==> src/hdl/srr_pkg.sv <==
// ----------------------------------------------------------------------------
// srr_pkg
// Shared widths and result kind codes of the selective repeat receiver.
// ----------------------------------------------------------------------------
package srr_pkg;

  localparam int unsigned SEQ_W  = 8;
  localparam int unsigned DATA_W = 64;
  localparam int unsigned KIND_W = 2;

  localparam logic [KIND_W-1:0] KIND_ACK_OK  = 2'd0;
  localparam logic [KIND_W-1:0] KIND_ACK_BAD = 2'd1;
  localparam logic [KIND_W-1:0] KIND_DELIVER = 2'd2;

endpackage

==> src/hdl/srr_intf.sv <==
// ----------------------------------------------------------------------------
// srr_intf
// Valid/ready channels for received packets and for acks and deliveries.
// ----------------------------------------------------------------------------
interface srr_in_if;
  import srr_pkg::*;

  logic              valid;
  logic              ready;
  logic [SEQ_W-1:0]  seq_num;
  logic              crc_good;
  logic              is_end;
  logic [DATA_W-1:0] payload;

  modport source (output valid, output seq_num, output crc_good, output is_end,
                  output payload, input ready);
  modport sink   (input valid, input seq_num, input crc_good, input is_end,
                  input payload, output ready);
endinterface

interface srr_out_if;
  import srr_pkg::*;

  logic              valid;
  logic              ready;
  logic [KIND_W-1:0] kind;
  logic [SEQ_W-1:0]  ack_seq;
  logic [DATA_W-1:0] data_out;
  logic              data_is_end;
  logic              last;

  modport source (output valid, output kind, output ack_seq, output data_out,
                  output data_is_end, output last, input ready);
  modport sink   (input valid, input kind, input ack_seq, input data_out,
                  input data_is_end, input last, output ready);
endinterface

==> src/hdl/selective_repeat_receiver_top.sv <==
// ----------------------------------------------------------------------------
// selective_repeat_receiver_top
// Selective repeat ARQ receiver: acks packets, buffers the window, delivers
// in order.
// ----------------------------------------------------------------------------
// One packet is handled at a time. A packet that delivers nothing passes
// through accept, then ack with the window store write. When deliveries
// follow, the head slot of the single port store memory is read first,
// then the packets are delivered one after another, the next slot being
// read while the current one is sent. A stalled output register holds the
// sequence up. After the end packet is delivered every packet is taken and
// dropped until reset.
module selective_repeat_receiver_top #(
  parameter int unsigned WINDOW = 8
) (
  input  logic      clk_i,
  input  logic      rst_ni,
  srr_in_if.sink    in_i,
  srr_out_if.source out_o
);
  import srr_pkg::*;

  localparam int unsigned SLOT_W = (WINDOW > 1) ? $clog2(WINDOW) : 1;
  localparam logic [SEQ_W-1:0]  WIN_L     = SEQ_W'(WINDOW);
  localparam logic [SLOT_W:0]   WIN_S     = (SLOT_W+1)'(WINDOW);
  localparam logic [SLOT_W-1:0] LAST_SLOT = SLOT_W'(WINDOW - 1);

  typedef enum logic [3:0] {
    ST_IDLE = 4'b0001,
    ST_ACK  = 4'b0010,
    ST_RD   = 4'b0100,
    ST_DLV  = 4'b1000
  } state_e;

  state_e state_q, state_d;

  logic [SEQ_W-1:0]  base_q;
  logic [SLOT_W-1:0] head_q;
  logic [WINDOW-1:0] held_q;
  logic              finished_q;

  logic [SEQ_W-1:0]  seq_q;
  logic              good_q;
  logic              end_q;
  logic [DATA_W-1:0] data_q;

  logic [DATA_W:0]   store_mem [WINDOW];
  logic [DATA_W:0]   rd_data_q;

  logic              out_valid_q;
  logic [KIND_W-1:0] kind_q;
  logic [SEQ_W-1:0]  ack_seq_q;
  logic [DATA_W-1:0] data_out_q;
  logic              data_is_end_q;
  logic              last_q;

  logic [SEQ_W-1:0]  offset;
  logic [SLOT_W:0]   slot_sum;
  logic [SLOT_W-1:0] slot;
  logic [SLOT_W-1:0] head_next;
  logic [SLOT_W-1:0] rd_addr;
  logic              in_win;
  logic              do_store;
  logic              has_dlv;
  logic              more;
  logic              out_free;
  logic              accept;
  logic              rd_en;
  logic              emit_ack;
  logic              emit_dlv;

  assign in_i.ready = (state_q == ST_IDLE);
  assign accept     = in_i.valid && in_i.ready;
  assign out_free   = !out_valid_q || out_o.ready;

  assign offset    = seq_q - base_q;
  assign in_win    = offset < WIN_L;
  assign slot_sum  = {1'b0, head_q} + offset[SLOT_W:0];
  assign slot      = (slot_sum >= WIN_S) ? SLOT_W'(slot_sum - WIN_S) : slot_sum[SLOT_W-1:0];
  assign do_store  = good_q && in_win && !held_q[slot];
  assign has_dlv   = good_q && (held_q[head_q] || (do_store && (slot == head_q)));
  assign head_next = (head_q == LAST_SLOT) ? '0 : head_q + 1'b1;
  assign more      = held_q[head_next] && (head_next != head_q) && !rd_data_q[DATA_W];

  assign emit_ack = (state_q == ST_ACK) && out_free;
  assign emit_dlv = (state_q == ST_DLV) && out_free;
  assign rd_en    = (state_q == ST_RD) || (emit_dlv && more);
  assign rd_addr  = (state_q == ST_DLV) ? head_next : head_q;

  always_comb begin
    state_d = state_q;
    unique case (state_q)
      ST_IDLE: if (accept && !finished_q) state_d = ST_ACK;
      ST_ACK:  if (out_free) state_d = has_dlv ? ST_RD : ST_IDLE;
      ST_RD:   state_d = ST_DLV;
      ST_DLV:  if (out_free && !more) state_d = ST_IDLE;
      default: state_d = ST_IDLE;
    endcase
  end

  always_ff @(posedge clk_i or negedge rst_ni) begin
    if (!rst_ni) begin
      state_q    <= ST_IDLE;
      base_q     <= '0;
      head_q     <= '0;
      held_q     <= '0;
      finished_q <= 1'b0;
    end else begin
      state_q <= state_d;
      if (emit_ack && do_store) held_q[slot] <= 1'b1;
      if (emit_dlv) begin
        held_q[head_q] <= 1'b0;
        base_q         <= base_q + 1'b1;
        head_q         <= head_next;
        if (rd_data_q[DATA_W]) finished_q <= 1'b1;
      end
    end
  end

  always_ff @(posedge clk_i) begin
    if (accept) begin
      seq_q  <= in_i.seq_num;
      good_q <= in_i.crc_good;
      end_q  <= in_i.is_end;
      data_q <= in_i.payload;
    end
  end

  // window store
  always_ff @(posedge clk_i) begin
    if (emit_ack && do_store) store_mem[slot] <= {end_q, data_q};
    if (rd_en) rd_data_q <= store_mem[rd_addr];
  end

  // output register
  always_ff @(posedge clk_i or negedge rst_ni) begin
    if (!rst_ni) begin
      out_valid_q <= 1'b0;
    end else if (emit_ack || emit_dlv) begin
      out_valid_q <= 1'b1;
    end else if (out_o.ready) begin
      out_valid_q <= 1'b0;
    end
  end

  always_ff @(posedge clk_i) begin
    if (emit_ack) begin
      kind_q        <= good_q ? KIND_ACK_OK : KIND_ACK_BAD;
      ack_seq_q     <= good_q ? seq_q : base_q;
      data_out_q    <= '0;
      data_is_end_q <= 1'b0;
      last_q        <= !has_dlv;
    end else if (emit_dlv) begin
      kind_q        <= KIND_DELIVER;
      ack_seq_q     <= base_q;
      data_out_q    <= rd_data_q[DATA_W-1:0];
      data_is_end_q <= rd_data_q[DATA_W];
      last_q        <= !more;
    end
  end

  assign out_o.valid       = out_valid_q;
  assign out_o.kind        = kind_q;
  assign out_o.ack_seq     = ack_seq_q;
  assign out_o.data_out    = data_out_q;
  assign out_o.data_is_end = data_is_end_q;
  assign out_o.last        = last_q;

endmodule

==> src/flat_wrapper.sv <==
// flat-port wrapper written by rule: the top's interface ports become plain ports
module selective_repeat_receiver_top_flat import srr_pkg::*;
#(
  parameter int unsigned WINDOW = 8
)
  (clk_i, rst_ni, in_i_valid, in_i_seq_num, in_i_crc_good, in_i_is_end, in_i_payload, in_i_ready, out_o_valid, out_o_kind, out_o_ack_seq, out_o_data_out, out_o_data_is_end, out_o_last, out_o_ready);
  srr_in_if in_i_i ();
  srr_out_if out_o_i ();
  input  logic clk_i;
  input  logic rst_ni;
  input wire logic [$bits(in_i_i.valid)-1:0] in_i_valid;
  input wire logic [$bits(in_i_i.seq_num)-1:0] in_i_seq_num;
  input wire logic [$bits(in_i_i.crc_good)-1:0] in_i_crc_good;
  input wire logic [$bits(in_i_i.is_end)-1:0] in_i_is_end;
  input wire logic [$bits(in_i_i.payload)-1:0] in_i_payload;
  output wire logic [$bits(in_i_i.ready)-1:0] in_i_ready;
  output wire logic [$bits(out_o_i.valid)-1:0] out_o_valid;
  output wire logic [$bits(out_o_i.kind)-1:0] out_o_kind;
  output wire logic [$bits(out_o_i.ack_seq)-1:0] out_o_ack_seq;
  output wire logic [$bits(out_o_i.data_out)-1:0] out_o_data_out;
  output wire logic [$bits(out_o_i.data_is_end)-1:0] out_o_data_is_end;
  output wire logic [$bits(out_o_i.last)-1:0] out_o_last;
  input wire logic [$bits(out_o_i.ready)-1:0] out_o_ready;
  assign in_i_i.valid = in_i_valid;
  assign in_i_i.seq_num = in_i_seq_num;
  assign in_i_i.crc_good = in_i_crc_good;
  assign in_i_i.is_end = in_i_is_end;
  assign in_i_i.payload = in_i_payload;
  assign in_i_ready = in_i_i.ready;
  assign out_o_valid = out_o_i.valid;
  assign out_o_kind = out_o_i.kind;
  assign out_o_ack_seq = out_o_i.ack_seq;
  assign out_o_data_out = out_o_i.data_out;
  assign out_o_data_is_end = out_o_i.data_is_end;
  assign out_o_last = out_o_i.last;
  assign out_o_i.ready = out_o_ready;
  selective_repeat_receiver_top #(.WINDOW(WINDOW)) u_core (.clk_i(clk_i), .rst_ni(rst_ni), .in_i(in_i_i), .out_o(out_o_i));
endmodule
==> config.mk <==
export PLATFORM = sky130hd
export DESIGN_NAME = selective_repeat_receiver_top_flat
export DESIGN_NICKNAME = d
export VERILOG_FILES = /design/src/hdl/srr_pkg.sv /design/src/hdl/srr_intf.sv /design/src/hdl/selective_repeat_receiver_top.sv /design/src/flat_wrapper.sv
export SDC_FILE = /design/constraint.sdc
export NUM_CORES = 1
export LEC_CHECK = 0
export ABC_AREA = 0
export BUFFER_PORTS_ARGS = -buffer_cell sky130_fd_sc_hd__buf_2
export CORE_MARGIN = 5
export CORE_UTILIZATION = 35
export DETAILED_ROUTE_END_ITERATION = 10
export MAX_ROUTING_LAYER = met4
export SKIP_LAST_GASP = 1
export SLEW_MARGIN = 40
export SYNTH_ARGS = -nofsm -noshare
export SYNTH_HDL_FRONTEND = slang
export SYNTH_SLANG_ARGS = --single-unit
export TNS_END_PERCENT = 5
==> constraint.sdc <==
create_clock -name clk_i -period 15.65 [get_ports clk_i]
set_input_delay 3.13 -clock clk_i [delete_from_list [all_inputs] [get_ports clk_i]]
set_output_delay 3.13 -clock clk_i [all_outputs]
set_load 0.005 [all_outputs]
---- After elaboration in Yosys (flattened, before gate mapping) ----
Memory sizes are Yosys's and may differ from the RTL's. A register that Yosys moved wholly into a read port is not among the register bits.
Cells that the tools add are included.
W data, S select, Z words.
word-level totals
  bits in registers ....................... 175
  bits in writable memories ............... 520
  bits of input ports ..................... 78
  output and inout bits ................... 78
  memories kept ........................... 1
cells by class
  $add $sub $neg .......................... 5
  $lt $le $gt $ge ......................... 7
  equality and inequality tests ........... 10
  muxes and demuxes ....................... 32
  bitwise operators ....................... 3
  reductions and logical operators ........ 29
memory list
  name              depth  bits a word  rd ports  clocked after Yosys merged registers in  wr ports  line                                 text
  u_core.store_mem  8      65           1         1                                        1         selective_repeat_receiver_top.sv:47  logic [DATA_W:0] store_mem [WINDOW];
operators with widths
  kind                   number
  $mux W8                5
  $pmux W4 S4            1
  $logic_and A1 B1 Y1    15
  $lt A3 B4 Y1 const B   3
  $mux W1                12
  $mux W3                4
  $mux W4                3
  $bmux W1 S3            3
  $add A8 B1 Y8 const B  1
  $and A8 B8 Y8          1
  $lt A8 B4 Y1 const B   1
  $not A8 Y8             1
  $or A8 B8 Y8           1
  $sub A8 B8 Y8          1
  $demux W1 S3           2
  $ge A3 B1 Y1 const B   2
  $logic_not A1 Y1       6
  $add A3 B4 Y4          1
  $eq A4 B1 Y1 const B   1
  $eq A4 B2 Y1 const B   1
  $eq A4 B3 Y1 const B   1
  $eq A4 B4 Y1 const B   1
  $ge A4 B4 Y1 const B   1
  $logic_or A1 B1 Y1     4
  11 further kinds       14

---- Logic depth before layout (Yosys ltp) ----
  word-level depth ........................ 14
  gate-level depth with buffers ........... 13
  gate-level depth less buffers ........... 12

---- Worst setup path before layout ----
No wires, ideal clock.
  kind .................................... input port to flip-flop
  start point ............................. input port out_o_ready
  end point ............................... register u_core.held_q[7]
  setup time .............................. 0.088 ns
  arrival time ............................ 10.856 ns
  data required time ...................... 15.562 ns
  setup slack ............................. 4.706 ns
  stages on the path ...................... 8
  cells stage by stage .................... nand2b_1 -> and2_1 -> buf_2 -> inv_2 -> nor2_1 -> nand3_1 -> nor4_1 -> o32a_1
on the way
  word-level cells in the longest chain between the ends .. 6
RTL lines
  item                            line                                  text
  start: declaration              flat_wrapper.sv:23                    input wire logic [$bits(out_o_i.ready)-1:0] out_o_ready;
  $logic_or A1 B1 Y1 *            selective_repeat_receiver_top.sv:74   assign out_free = !out_valid_q || out_o.ready;
  $logic_and A1 B1 Y1             selective_repeat_receiver_top.sv:85   assign emit_ack = (state_q == ST_ACK) && out_free;
  $logic_and A1 B1 Y1             selective_repeat_receiver_top.sv:110  if (emit_ack && do_store) held_q[slot] <= 1'b1;
  $mux W8                         selective_repeat_receiver_top.sv:110
  $and A8 B8 Y8 (no source line)  n/a
  $mux W8 *                       selective_repeat_receiver_top.sv:111  if (emit_dlv) begin
  end signal: assignment          selective_repeat_receiver_top.sv:106  held_q <= '0;
  end signal: indexed assignment  selective_repeat_receiver_top.sv:110
  end signal: indexed assignment  selective_repeat_receiver_top.sv:112  held_q[head_q] <= 1'b0;
  end: declaration                selective_repeat_receiver_top.sv:39   logic [WINDOW-1:0] held_q;
Every way passes the cells marked *; elsewhere a longest branch is shown, timed or not.
A chain may end at the register's enable or synchronous reset.

---- Final worst setup path ----
  start point ............................. input port out_o_ready
  end point ............................... memory u_core.store_mem[3][31] (netlist name) (enable)
on the way
  word-level cells in the longest chain between the ends .. 5
RTL lines
  item                           line                                  text
  $logic_or A1 B1 Y1             selective_repeat_receiver_top.sv:74
  $logic_and A1 B1 Y1            selective_repeat_receiver_top.sv:85
  $logic_and A1 B1 Y1            selective_repeat_receiver_top.sv:131  if (emit_ack && do_store) store_mem[slot] <= {end_q, data_q};
  $mux W1                        selective_repeat_receiver_top.sv:131
  $mux W1 (implied by the code)  selective_repeat_receiver_top.sv:131
  end: declaration               selective_repeat_receiver_top.sv:47
No other way between the ends.

==> results_tabular.tex <==
\begin{tabular}{lr}
\hline
Metric & Value \\
\hline
\multicolumn{2}{l}{\textbf{Run status}} \\
Result of the run & complete, no violations \\
\multicolumn{2}{l}{\textbf{Global route}} \\
Remaining global-route overflow & 0 \\
Initial antenna violation count & 4 \\
Via count of the first global-routing pass & $\sim$14000 \\
Global router's overall resource usage & 13.8\% \\
First-pass GRT wire length & 88500 um \\
Largest net degree at the start of global routing & 78 \\
\multicolumn{2}{l}{\textbf{Timing}} \\
Setup repair after global routing missed its margin & no \\
Final critical-path share of the clock period & between 40\% and 50\% \\
Count of final max-slew check failures & 0 \\
Clk\_skew & 29.3 ps \\
Count of final hold-check violations & 0 \\
Hold Slack & $\sim$450 ps \\
Fmax & 158 MHz \\
Final critical-path required period & 6340 ps \\
Slew Limit Headroom & a little under half \\
Transition at the pin with the smallest max-transition slack & 807 ps \\
Least setup slack across all paths after layout & 9310 ps \\
Final setup vio count & 0 \\
Post-Route Setup TNS & 0 ps \\
\multicolumn{2}{l}{\textbf{Floorplanning}} \\
Number of core rows & 104 \\
Width of the chip & 294 um \\
Top-level port count & 156 \\
Area enclosed by the die boundary & 86400 um2 \\
Chip Height & 294 um \\
Std-Cell Core Area & 80300 um2 \\
Initial Util & 35.2\% \\
\multicolumn{2}{l}{\textbf{Critical path}} \\
R2R Setup Slk & between 10000 and 15000 ps \\
Data arrival time of the critical path & 6570 ps \\
Worst-path maximum fanout & 48 \\
Type of element launching the critical path & primary input \\
Slowest CP cell & sky130\_fd\_sc\_hd\_\_buf\_4 \\
Worst-path cell chain & buf\_2 > nand2b\_1 > and2\_4 > buf\_12 > inv\_2 > nor2\_1 > nand3\_1 > or4\_1 > a21oi\_4 > buf\_4 \\
Critical register-to-register path endpoint & u\_core.store\_mem[3][31] \\
FF-to-FF path depth & 11 \\
Delay of the slowest cell on the worst path & 760 ps \\
Worst Path Required & about 16000 ps \\
Source of the worst register-to-register timing path & u\_core.base\_q[0] \\
Critical setup path kind & primary input to flop \\
Type of destination of the critical path & flop \\
\multicolumn{2}{l}{\textbf{Synth}} \\
Primary FF master, synth & sky130\_fd\_sc\_hd\_\_edfxtp\_1 \\
Proportion of synthesized chip area in sequential cells & between 70\% and 80\% \\
Fraction of synthesis flops using an asynchronous set or reset pin & $\sim$3.3\% \\
Warnings from Yosys & 0 \\
Register bit total from synthesis & 760 \\
Number of enable-type register cells in the synthesized netlist & 670 \\
Cell area after synthesis & roughly 28000 um2 \\
Post-synth net total & 1503 \\
Gate Count Post-Synth & 1411 \\
Synth cell types & 53 \\
Commonest cells in the netlist & 670 x sky130\_fd\_sc\_hd\_\_edfxtp\_1, 155 x sky130\_fd\_sc\_hd\_\_nand2\_1, 135 x sky130\_fd\_sc\_hd\_\_mux4\_2 \\
Mean instance size in the synthesized netlist & 20.0 um2 \\
Most frequently used cell type in the post-synthesis netlist & sky130\_fd\_sc\_hd\_\_edfxtp\_1 \\
Top area cells in the synthesized netlist & sky130\_fd\_sc\_hd\_\_edfxtp\_1 71\%, sky130\_fd\_sc\_hd\_\_mux4\_2 11\%, sky130\_fd\_sc\_hd\_\_dfxtp\_1 4.6\%, sky130\_fd\_sc\_hd\_\_mux2\_2 2.6\%, sky130\_fd\_sc\_hd\_\_dfrtp\_1 2.1\% \\
Fraction of post-synthesis cell area in the top cell type by area & between 70\% and 80\% \\
Yosys top cell by area & sky130\_fd\_sc\_hd\_\_edfxtp\_1 \\
\multicolumn{2}{l}{\textbf{Worst hold path}} \\
Hold path start & u\_core.out\_o.data\_out[51] \\
Endpoint with the worst hold slack & u\_core.out\_o.data\_out[51] \\
Hold Crit Depth & 2 \\
Class of the tightest hold or removal check & flop to flop \\
\multicolumn{2}{l}{\textbf{CTS}} \\
Number of buffers inserted for hold repair after clock tree synthesis & 0 \\
Maximum root-to-sink buffer count & 3 \\
Count of H-tree levels built during CTS & 3 \\
Clock sink count & 760 \\
TritonCTS buffer count & 76 \\
CTS resizes & 0 \\
Clock Latency Late Sink & 630 ps \\
Number of post-CTS setup repair buffers & 0 \\
Clk Tree Root Cell & sky130\_fd\_sc\_hd\_\_clkbuf\_16 \\
Clock slew at reported path FFs & 60 ps \\
CTS tree & done \\
\multicolumn{2}{l}{\textbf{Drt}} \\
Via density & 4.92 \\
Detailed-route DRC error count & 0 \\
Total Wirelength & slightly below 60000 um \\
Routed wire length per instance & 21.3 um \\
Number of DRC markers after the initial detailed-route iteration & 1018 \\
Iteration count of the initial detailed-routing pass & 7 \\
Vias & 13400 \\
Post-DRT Antenna Nets & 0 \\
\multicolumn{2}{l}{\textbf{Finish}} \\
Syn-to-layout area delta & 16.4\% \\
Number of fillers in the final layout & between 7000 and 8000 \\
Layout cell share with drive strength beyond 1 & between 30\% and 40\% \\
Final net count & 1698 \\
\multicolumn{2}{l}{\textbf{Placement}} \\
Gpl congestion & 0.749 \\
Placement-stage worst setup slack & about 8600 ps \\
IO Port Bufs & 155 \\
HPWL after DPL & 33700 um \\
\multicolumn{2}{l}{\textbf{Power and ir drop}} \\
Leak Pwr & 11.0 nW \\
Power density over the cells & 129 nW/um2 \\
Peak supply drop & 0.0844 mV \\
\multicolumn{2}{l}{\textbf{Run}} \\
Total of max-cap violations & 0 \\
\hline
\end{tabular}
[sequential cells by signal (all words and copies together) (netlist names)]
| name | cells |
|---|---|
| u_core.out_o.kind | 2 |
| u_core.rd_data_q | 65 |
| u_core.good_q | 1 |
| u_core.out_o.data_out | 64 |
| u_core.finished_q | 1 |
| u_core.end_q | 1 |
| u_core.seq_q | 8 |
| u_core.base_q | 8 |
| u_core.data_q | 64 |
| u_core.out_o.last | 1 |
| u_core.head_q | 3 |
| u_core.out_o.data_is_end | 1 |
| u_core.held_q | 8 |
| u_core.store_mem | 520 |
| u_core.out_o.valid | 1 |
| u_core.out_o.ack_seq | 8 |
| u_core.state_q | 4 |
[power by group]
group / total (mW) / switching, mW / internal (mW)
Combinational: 0.181 / 0.0921 / 0.0894
Sequential: 2.29 / 0.0405 / 2.25
Clock: 1.76 / 0.751 / 1.01
Total: 4.23 / 0.884 / 3.35
[stage by stage]
stage | util [%] | instance area [um2] | cells | power, mW
6_report | 40.9 | 32800 | 2731 | 4.23
5_1_grt | 40.9 | 32800 | 2731 | 4.40
4_1_cts | 40.9 | 32800 | 2729 | 4.29
3_5_place_dp | 37.9 | 30400 | 2588 | 2.52
3_3_place_gp | 37.7 | 30300 | 2584 | 2.52
2_1_floorplan | - | 28200 | 1411 | 2.44
[worst max-delay path, delay by kind of cell]
kind / cells / cell delay (ps)
simple gates: 5 / 1580
buf+inv: 4 / 1230
compound gates: 1 / 590
[cell type report]
type,count,area [um2],share of cell area [%]
sequential,760,22000,67.1
multi-input combinational,565,5890,17.9
clock buffer,108,2120,6.46
tap,1060,1330,4.04
timing repair buffer,182,1060,3.23
clock inverter,33,319,0.971
inverter,21,78.8,0.240
antenna,2,5.00,0.0152
[how the worst max path moves through the flow]
stage,start,to,slack [ps],depth (start not counted)
2_1_floorplan,out_o_ready,u_core.held_q[7],4710,8
3_3_place_gp,out_o_ready,u_core.store_mem[3][29],8520,9
3_5_place_dp,out_o_ready,u_core.store_mem[3][41],8580,10
4_1_cts,out_o_ready,u_core.store_mem[3][30],9230,10
5_1_grt,out_o_ready,u_core.store_mem[3][34],9080,10
6_report,out_o_ready,u_core.store_mem[3][31],9310,10
[routing by layer]
| metal | up-vias | GRT usage (%) | routed length [um] |
|---|---|---|---|
| li1 | 6034 | - | - |
| met1 | 6973 | 17.3 | 24400 |
| met2 | 321 | 22.5 | 29000 |
| met3 | 98 | 3.26 | 3360 |
| met4 | 0 | 3.90 | 1320 |
| met5 | - | - | 0 |
[placed cells by master (no fill, tap or decap), types with 4 or more instances in the layout]
master and n:
sky130_fd_sc_hd__edfxtp_1 670, sky130_fd_sc_hd__buf_2 155, sky130_fd_sc_hd__nand2_1 154, sky130_fd_sc_hd__mux4_2 135, sky130_fd_sc_hd__clkbuf_16 77, sky130_fd_sc_hd__a21oi_1 70
sky130_fd_sc_hd__mux2_2 66, sky130_fd_sc_hd__dfxtp_1 65, sky130_fd_sc_hd__dfrtp_1 24, sky130_fd_sc_hd__clkbuf_1 23, sky130_fd_sc_hd__inv_1 19, sky130_fd_sc_hd__o21ai_0 19
sky130_fd_sc_hd__buf_4 13, sky130_fd_sc_hd__nor2_1 12, sky130_fd_sc_hd__ha_1 12, sky130_fd_sc_hd__clkinv_1 11, sky130_fd_sc_hd__xnor2_1 10, sky130_fd_sc_hd__buf_6 10
sky130_fd_sc_hd__clkinv_2 9, sky130_fd_sc_hd__clkbuf_8 8, sky130_fd_sc_hd__nor3_1 7, sky130_fd_sc_hd__nand3_1 7, sky130_fd_sc_hd__nor4_2 6, sky130_fd_sc_hd__mux2i_1 5
sky130_fd_sc_hd__o32a_1 5, sky130_fd_sc_hd__a21oi_4 4, sky130_fd_sc_hd__inv_6 4
[logic make-up after synthesis]
group	Yosys count	share of synthesized area, %
buf+inv	86	1.50
simple gates	216	3.32
flops	760	78.1
compound gates	116	2.35
fa+ha+maj	14	0.674
xor+xnor	13	0.452
mux	206	13.6
No activity file was read; power rests on OpenSTA's default activity.
